`src/sv/spct_pkg.sv`:
```
// ----------------------------------------------------------------------------
// spct_pkg
// Pair-kind codes for the shape pair collision test unit.
// ----------------------------------------------------------------------------
package spct_pkg;

  localparam logic [1:0] CMD_SQ_SQ = 2'd0;  // square a, square b
  localparam logic [1:0] CMD_SQ_CI = 2'd1;  // square a, circle b
  localparam logic [1:0] CMD_CI_SQ = 2'd2;  // circle a, square b
  localparam logic [1:0] CMD_CI_CI = 2'd3;  // circle a, circle b

endpackage

```
`src/sv/spct_square.sv`:
```
// ----------------------------------------------------------------------------
// spct_square
// Exact square of a signed coordinate difference.
// ----------------------------------------------------------------------------
module spct_square #(
  parameter int COORD_BITS = 16
) (
  input  logic signed [COORD_BITS+1:0]   d,
  output logic        [2*COORD_BITS+1:0] sq
);

  localparam int DW  = COORD_BITS + 2;
  localparam int SQW = 2 * COORD_BITS + 2;

  logic signed [2*DW-1:0] prod;

  assign prod = d * d;
  assign sq   = prod[SQW-1:0];

endmodule

```
`src/sv/shape_pair_collision_test_unit.sv`:
```
// ----------------------------------------------------------------------------
// shape_pair_collision_test_unit
// Square/circle pair collision judge, one request a cycle when not stalled.
// ----------------------------------------------------------------------------
// Accepts one shape pair request per clock while in_stall is low and
// returns one hit flag per request, in order. A request passes four
// register stages: the input register, the difference stage (box tests
// and coordinate differences), the square stage (five exact multipliers)
// and the result register, which drives out_valid. Stall on the result
// side backs up through the stages; in_stall rises only once every stage
// is full.
module shape_pair_collision_test_unit #(
  parameter int COORD_BITS = 16
) (
  input  logic                         clk,
  input  logic                         rst_n,
  input  logic                         in_valid,
  output logic                         in_stall,
  input  logic [1:0]                   in_cmd,
  input  logic signed [COORD_BITS-1:0] in_a_x,
  input  logic signed [COORD_BITS-1:0] in_a_y,
  input  logic [COORD_BITS-2:0]        in_a_extent,
  input  logic signed [COORD_BITS-1:0] in_b_x,
  input  logic signed [COORD_BITS-1:0] in_b_y,
  input  logic [COORD_BITS-2:0]        in_b_extent,
  output logic                         out_valid,
  input  logic                         out_stall,
  output logic                         out_hit
);

  import spct_pkg::*;

  localparam int CB   = COORD_BITS;
  localparam int DW   = CB + 2;
  localparam int SQW  = 2 * CB + 2;
  localparam int SUMW = SQW + 1;

  // pipeline control
  logic v1_r, v2_r, v3_r, out_valid_r;
  logic en0, en1, en2, en3;

  assign en3      = !out_valid_r || !out_stall;
  assign en2      = !v3_r || en3;
  assign en1      = !v2_r || en2;
  assign en0      = !v1_r || en1;
  assign in_stall = !en0;

  always_ff @(posedge clk) begin
    if (!rst_n) begin
      v1_r        <= 1'b0;
      v2_r        <= 1'b0;
      v3_r        <= 1'b0;
      out_valid_r <= 1'b0;
    end else begin
      if (en0) v1_r <= in_valid;
      if (en1) v2_r <= v1_r;
      if (en2) v3_r <= v2_r;
      if (en3) out_valid_r <= v3_r;
    end
  end

  // stage 1: input register
  logic [1:0]           cmd1_r;
  logic signed [CB-1:0] ax1_r, ay1_r, bx1_r, by1_r;
  logic [CB-2:0]        ae1_r, be1_r;

  always_ff @(posedge clk) begin
    if (en0) begin
      cmd1_r <= in_cmd;
      ax1_r  <= in_a_x;
      ay1_r  <= in_a_y;
      ae1_r  <= in_a_extent;
      bx1_r  <= in_b_x;
      by1_r  <= in_b_y;
      be1_r  <= in_b_extent;
    end
  end

  // stage 2: box tests and differences
  logic signed [DW-1:0] ax, ay, ae, bx, by, be;
  logic signed [DW-1:0] sx, sy, ss, cx, cy, rr, right, top;
  logic                 box_hit_nxt, coarse_ok_nxt, center_in_nxt;
  logic signed [DW-1:0] d0_nxt, d1_nxt, e0_nxt, e1_nxt, rad_nxt;

  assign ax = {{2{ax1_r[CB-1]}}, ax1_r};
  assign ay = {{2{ay1_r[CB-1]}}, ay1_r};
  assign bx = {{2{bx1_r[CB-1]}}, bx1_r};
  assign by = {{2{by1_r[CB-1]}}, by1_r};
  assign ae = {3'b000, ae1_r};
  assign be = {3'b000, be1_r};

  always_comb begin
    if (cmd1_r == CMD_CI_SQ) begin
      sx = bx; sy = by; ss = be;
      cx = ax; cy = ay; rr = ae;
    end else begin
      sx = ax; sy = ay; ss = ae;
      cx = bx; cy = by; rr = be;
    end
    right = sx + ss;
    top   = sy + ss;

    box_hit_nxt   = !((bx > ax + ae) || (bx + be < ax) || (by + be < ay) || (by > ay + ae));
    coarse_ok_nxt = !((cx - rr > right) || (cx + rr < sx) || (cy + rr < sy) || (cy - rr > top));
    center_in_nxt = (sx < cx) && (right > cx) && (sy < cy) && (top > cy);

    if (cmd1_r == CMD_CI_CI) begin
      d0_nxt  = bx - ax;
      d1_nxt  = '0;
      e0_nxt  = ay - by;
      e1_nxt  = '0;
      rad_nxt = ae + be;
    end else begin
      d0_nxt  = sx - cx;
      d1_nxt  = right - cx;
      e0_nxt  = sy - cy;
      e1_nxt  = top - cy;
      rad_nxt = rr;
    end
  end

  logic [1:0]           cmd2_r;
  logic                 box_hit2_r, coarse_ok2_r, center_in2_r;
  logic signed [DW-1:0] d0_r, d1_r, e0_r, e1_r, rad_r;

  always_ff @(posedge clk) begin
    if (en1) begin
      cmd2_r       <= cmd1_r;
      box_hit2_r   <= box_hit_nxt;
      coarse_ok2_r <= coarse_ok_nxt;
      center_in2_r <= center_in_nxt;
      d0_r         <= d0_nxt;
      d1_r         <= d1_nxt;
      e0_r         <= e0_nxt;
      e1_r         <= e1_nxt;
      rad_r        <= rad_nxt;
    end
  end

  // stage 3: squares
  logic [SQW-1:0] sq_d0, sq_d1, sq_e0, sq_e1, sq_rad;

  spct_square #(.COORD_BITS(COORD_BITS)) u_sq_d0  (.d(d0_r),  .sq(sq_d0));
  spct_square #(.COORD_BITS(COORD_BITS)) u_sq_d1  (.d(d1_r),  .sq(sq_d1));
  spct_square #(.COORD_BITS(COORD_BITS)) u_sq_e0  (.d(e0_r),  .sq(sq_e0));
  spct_square #(.COORD_BITS(COORD_BITS)) u_sq_e1  (.d(e1_r),  .sq(sq_e1));
  spct_square #(.COORD_BITS(COORD_BITS)) u_sq_rad (.d(rad_r), .sq(sq_rad));

  logic [1:0]     cmd3_r;
  logic           box_hit3_r, coarse_ok3_r, center_in3_r;
  logic [SQW-1:0] sq_d0_r, sq_d1_r, sq_e0_r, sq_e1_r, sq_rad_r;

  always_ff @(posedge clk) begin
    if (en2) begin
      cmd3_r       <= cmd2_r;
      box_hit3_r   <= box_hit2_r;
      coarse_ok3_r <= coarse_ok2_r;
      center_in3_r <= center_in2_r;
      sq_d0_r      <= sq_d0;
      sq_d1_r      <= sq_d1;
      sq_e0_r      <= sq_e0;
      sq_e1_r      <= sq_e1;
      sq_rad_r     <= sq_rad;
    end
  end

  // stage 4: distance compares and result
  logic [SUMW-1:0] dist00, dist10, dist01, dist11, rad_sq;
  logic            corner_in;
  logic            hit_nxt;
  logic            hit_r;

  assign dist00 = {1'b0, sq_d0_r} + {1'b0, sq_e0_r};
  assign dist10 = {1'b0, sq_d1_r} + {1'b0, sq_e0_r};
  assign dist01 = {1'b0, sq_d0_r} + {1'b0, sq_e1_r};
  assign dist11 = {1'b0, sq_d1_r} + {1'b0, sq_e1_r};
  assign rad_sq = {1'b0, sq_rad_r};

  assign corner_in = (dist00 < rad_sq) || (dist10 < rad_sq) ||
                     (dist01 < rad_sq) || (dist11 < rad_sq);

  always_comb begin
    case (cmd3_r)
      CMD_SQ_SQ: hit_nxt = box_hit3_r;
      CMD_SQ_CI,
      CMD_CI_SQ: hit_nxt = coarse_ok3_r && (corner_in || center_in3_r);
      CMD_CI_CI: hit_nxt = (dist00 <= rad_sq);
      default:   hit_nxt = 1'b0;
    endcase
  end

  always_ff @(posedge clk) begin
    if (en3) hit_r <= hit_nxt;
  end

  assign out_valid = out_valid_r;
  assign out_hit   = hit_r;

endmodule

```
`config.mk`:
```
export PLATFORM = sky130hd
export DESIGN_NAME = shape_pair_collision_test_unit
export DESIGN_NICKNAME = d
export VERILOG_FILES = /design/src/sv/spct_pkg.sv /design/src/sv/spct_square.sv /design/src/sv/shape_pair_collision_test_unit.sv
export SDC_FILE = /design/constraint.sdc
export NUM_CORES = 2
export LEC_CHECK = 0
export BUFFER_PORTS_ARGS = -buffer_cell sky130_fd_sc_hd__buf_2
export CAP_MARGIN = 25
export CELL_PAD_IN_SITES_DETAIL_PLACEMENT = 1
export CELL_PAD_IN_SITES_GLOBAL_PLACEMENT = 2
export CORE_MARGIN = 2
export CORE_UTILIZATION = 39
export CTS_BUF_LIST = sky130_fd_sc_hd__clkbuf_2 sky130_fd_sc_hd__clkbuf_4 sky130_fd_sc_hd__clkbuf_8
export DETAILED_ROUTE_END_ITERATION = 6
export PLACE_DENSITY = 0.81
export SLEW_MARGIN = 30
export SYNTH_ARGS = -nofsm -noshare
export SYNTH_HDL_FRONTEND = slang
export SYNTH_SLANG_ARGS = --single-unit
```
`constraint.sdc`:
```
create_clock -name clk -period 7.1 [get_ports clk]
set_input_delay 0.71 -clock clk [delete_from_list [all_inputs] [get_ports clk]]
set_output_delay 0.71 -clock clk [all_outputs]
set_load 0.005 [all_outputs]
```
==> summary.md <==
| Metric | Value |
|---|---|
| Minimum setup slack among reg-to-reg paths | 0.28 ns |
| Critical Path RT | 7.68 ns |
| Part of the cycle the worst path needs | 96.1% |
| Setup_tns | 0 ns |
| Iter 0 DRT Violations | 3366 |
| Final std cells w/o fill | 12500 |
| Relative slew slack | 25.8% |
| Worst Setup EP | sq_e0_r[33] |
| Capturing element type of the critical path | flip-flop |
| Die width | 471 um |
| Worst R2R End | sq_e0_r[33] |
| Total number of clock tree sinks | 364 |
| Final WL | 273 mm |
| Count of TritonRoute iterations in the first routing pass | 6 |
| Global-route wire length before repair | 426 mm |
| Number of fillers in the final layout | 25200 |
| Worst Max-Slew Pin Slew | 1.11 ns |
| Utilization after layout | 42.7% |
| Routed length per placed instance | 21.8 um |
| Arrival time reported for the critical path endpoint | 7.40 ns |
| Yosys warning total | 0 |
| Initial Utilization | 39.2% |
| Synthesized instance count | 9340 |
| Via count of the first global-routing pass | 73200 |
| Clock buffer count from CTS | 79 |
| Part of the Yosys area used for sequential elements | 12.8% |
| Launching element type of the critical path | flip-flop |
| Start point of the critical path | e0_r[12] |
| Final setup violation count | 0 |
| Remaining routing DRC violations | 0 |
| Crit Path Category | reg2reg |
| Total gr overflow | 0 |
| Beginning of the worst register-to-register path | e0_r[12] |
| Routed vias/inst | 5.20 |
| Largest clock skew in the final design | 0.0709 ns |
| Later-pin clock latency in the skew report | 0.85 ns |
| Clock-pin slew on the worst setup and hold paths | 0.06 ns |
| I/O pin count | 103 |
| Length in cells of the worst reg-to-reg path | 24 |
| Initial antenna violation count | 18 |
| Count of H-tree levels built during CTS | 3 |
| Area grow syn2layout | 8.82% |
| Cell Count Post-Placement | 12300 |
| Number of placement rows | 171 |
| Max frequency | 147 MHz |
| Met2 wire length | 135 mm |
| Total count of hold-check failures in the final report | 0 |
| Core ar. | 0.217 mm^2 |
| Minimum hold slack | 0.0780 ns |
| Top fanout value on the critical path | 5 |
| Root buffer selected by CTS | sky130_fd_sc_hd__clkbuf_8 |
| Die Y | 471 um |
| Final layout net count | 12200 |
| Post-Synthesis Cell Area | 0.0851 mm^2 |
| Ys async rst share | 0% |
| Met1 wire length | 118 mm |
| Final critical path time including I/O delays and setup | 6.82 ns |
| Count of buffers from port buffering | 102 |
| Final weighted congestion in routability-driven placement | 0.935 |
| Run status | finished, final reports clean |
| Share of layout cells above drive strength 1 | 6.29% |
| Avg Synthesized Cell Area | 9.12 um^2 |
| Max Used Layer | met5 |
| Post-synthesis net count | 11900 |
| Largest net degree at the start of global routing | 108 |
| Routed length on met3 | 9.90 mm |
| DP Wirelength | 239 mm |
| Flops & latches, synth | 364 |
| Max Slew Vio Count | 0 |
| Number of enable-type register cells in the synthesized netlist | 360 |
| Post-DRT Antenna Nets | 0 |
| Die outline area | 0.222 mm^2 |
| Bufs on Longest Clock Path | 3 |
| Top FF cell, synth | sky130_fd_sc_hd__edfxtp_1 |
| Path class of the lowest-slack min-delay path | in2reg |
| Reported max-cap violation count | 0 |
| Via Count | 65100 |
| Number of different library cells in the post-synthesis netlist | 87 |
| CTS tree | yes |
| All-Layer GR Usage | 25.0% |
-- critical path, stage by stage (launching register included) --
cell and delay, ns:
sky130_fd_sc_hd__edfxtp_1 0.47, sky130_fd_sc_hd__buf_4 0.20, sky130_fd_sc_hd__and2_1 0.19, sky130_fd_sc_hd__fa_1 0.49, sky130_fd_sc_hd__inv_1 0.06, sky130_fd_sc_hd__fa_1 0.51
sky130_fd_sc_hd__fa_1 0.52, sky130_fd_sc_hd__inv_1 0.06, sky130_fd_sc_hd__fa_1 0.49, sky130_fd_sc_hd__fa_1 0.55, sky130_fd_sc_hd__inv_1 0.07, sky130_fd_sc_hd__fa_1 0.47
sky130_fd_sc_hd__inv_1 0.04, sky130_fd_sc_hd__ha_1 0.33, sky130_fd_sc_hd__nand2_1 0.09, sky130_fd_sc_hd__o21ai_0 0.12, sky130_fd_sc_hd__or3_1 0.36, sky130_fd_sc_hd__o21ai_1 0.17
sky130_fd_sc_hd__buf_4 0.21, sky130_fd_sc_hd__o21ai_1 0.10, sky130_fd_sc_hd__a41o_1 0.29, sky130_fd_sc_hd__o211a_1 0.26, sky130_fd_sc_hd__o31a_1 0.29, sky130_fd_sc_hd__nor2_1 0.12
sky130_fd_sc_hd__xnor2_1 0.07
-- sequential cells by signal (all words and copies together) (netlist names), 2 cells and up --
register and count:
cmd1_r 2, sq_rad_r 33, cmd3_r 2, cmd2_r 2
bx1_r 16, sq_e1_r 33, ax1_r 16, sq_d0_r 33
d1_r 18, ae1_r 15, e1_r 18, by1_r 16
ay1_r 16, sq_d1_r 33, e0_r 18, sq_e0_r 33
rad_r 16, d0_r 18, be1_r 15
-- layout make-up --
class	count	area, um^2	area share (%)
Antenna cell	9	22.5	0.0243
Clock buffer	94	1210	1.31
Clock inverter	49	598	0.646
Inverter	2242	8420	9.09
Multi-Input combinational cell	6527	65200	70.4
Sequential cell	364	10900	11.8
Tap cell	2854	3570	3.85
Timing Repair Buffer	374	2690	2.90
-- metal layers --
layer  vias up  track usage, %
met3       368            2.78
met4         6            7.75
met5         -               0
met1     33400            32.0
li1      30200               -
met2      1120            44.0
-- cells in the mapped netlist, types with 88 or more instances --
cell / count / share of area (%)
sky130_fd_sc_hd__o21bai_1: 88 / 0.78
sky130_fd_sc_hd__ha_1: 1146 / 17
sky130_fd_sc_hd__nor3_1: 112 / 0.66
sky130_fd_sc_hd__a21o_1: 223 / 2.0
sky130_fd_sc_hd__fa_1: 1321 / 31
sky130_fd_sc_hd__a21oi_1: 430 / 2.5
sky130_fd_sc_hd__nand2b_1: 94 / 0.69
sky130_fd_sc_hd__and2_1: 371 / 2.7
sky130_fd_sc_hd__xnor2_1: 376 / 3.9
sky130_fd_sc_hd__inv_1: 2242 / 9.9
sky130_fd_sc_hd__nor2b_1: 125 / 0.92
sky130_fd_sc_hd__nand3_1: 96 / 0.56
sky130_fd_sc_hd__edfxtp_1: 360 / 13
sky130_fd_sc_hd__xor2_1: 128 / 1.3
sky130_fd_sc_hd__clkbuf_1: 189 / 0.83
sky130_fd_sc_hd__nor2_1: 360 / 1.6
sky130_fd_sc_hd__nand2_1: 698 / 3.1
sky130_fd_sc_hd__o21ai_0: 282 / 1.7
-- stage by stage --
stage,cell area [um^2],worst slack (ns)
6_report,92700,0.280
5_1_grt,92600,-0.0164
4_1_cts,92300,0.106
3_5_place_dp,90500,0.0985
3_3_place_gp,90400,0.225
2_1_floorplan,85100,0.357
-- worst min-delay path by stage --
stage	startpoint	endpoint	slack, ns	cells after the start
finish	in_b_x[2]	bx1_r[2]	0.08	1
global placement	box_hit2_r	box_hit3_r	0.40	0
detailed placement	box_hit2_r	box_hit3_r	0.41	0
global route	in_b_y[12]	by1_r[12]	0.03	1
floorplan	box_hit2_r	box_hit3_r	0.40	0
CTS	in_b_x[2]	bx1_r[2]	0.01	1
-- cell usage in the layout (no fill, tap or decap), types with 25 or more instances in the layout --
cell | Yosys | final
sky130_fd_sc_hd__o21ai_0 | 282 | 278
sky130_fd_sc_hd__nor3_1 | 112 | 112
sky130_fd_sc_hd__or2_2 | 25 | 25
sky130_fd_sc_hd__nand2_1 | 698 | 695
sky130_fd_sc_hd__xor2_1 | 128 | 125
sky130_fd_sc_hd__xnor2_1 | 376 | 371
sky130_fd_sc_hd__nand4_1 | 58 | 58
sky130_fd_sc_hd__a211oi_1 | 66 | 65
sky130_fd_sc_hd__a21o_1 | 223 | 223
sky130_fd_sc_hd__inv_1 | 2242 | 2241
sky130_fd_sc_hd__or3_1 | 35 | 35
sky130_fd_sc_hd__a21oi_1 | 430 | 422
sky130_fd_sc_hd__buf_4 | 0 | 257
sky130_fd_sc_hd__and2_1 | 371 | 370
sky130_fd_sc_hd__edfxtp_1 | 360 | 360
sky130_fd_sc_hd__o21a_1 | 53 | 53
sky130_fd_sc_hd__buf_2 | 6 | 102
sky130_fd_sc_hd__ha_1 | 1146 | 1143
sky130_fd_sc_hd__o21bai_1 | 88 | 88
sky130_fd_sc_hd__clkbuf_8 | 0 | 81
sky130_fd_sc_hd__nor2b_1 | 125 | 124
sky130_fd_sc_hd__nand3_1 | 96 | 95
sky130_fd_sc_hd__o211ai_1 | 30 | 30
sky130_fd_sc_hd__nand2b_1 | 94 | 93
sky130_fd_sc_hd__nor2_1 | 360 | 360
sky130_fd_sc_hd__fa_1 | 1321 | 1320
sky130_fd_sc_hd__and3_1 | 38 | 38
sky130_fd_sc_hd__a31oi_1 | 41 | 40
-- cells by family (layout without fill, tap and decap cells) --
| family | Yosys count | after routing | synth area share, % |
|---|---|---|---|
| adders and majority gates | 2467 | 2467 | 47.9 |
| muxes | 24 | 24 | 0.284 |
| DFF | 364 | 364 | 12.8 |
| AOI/OAI and AO/OA | 1444 | 1444 | 11.0 |
| other | 1 | 10 | 0.00440 |
| buffers and inverters | 2449 | 2759 | 10.8 |
| and+or+nand+nor | 2087 | 2087 | 12.1 |
| xor gates and xnor gates | 504 | 504 | 5.18 |
-- timing repair --
| action | in CTS | in global routing |
|---|---|---|
| hold buffers | 0 | 0 |
| gates resized for setup | 0 | 27 |
| endpoints found under the setup margin | 0 | 18 |
| setup buffers | 0 | 29 |
Power is left out: the tool's default activity adds up to more than one toggle a clock period on the data nets, which glitch-free logic cannot reach.
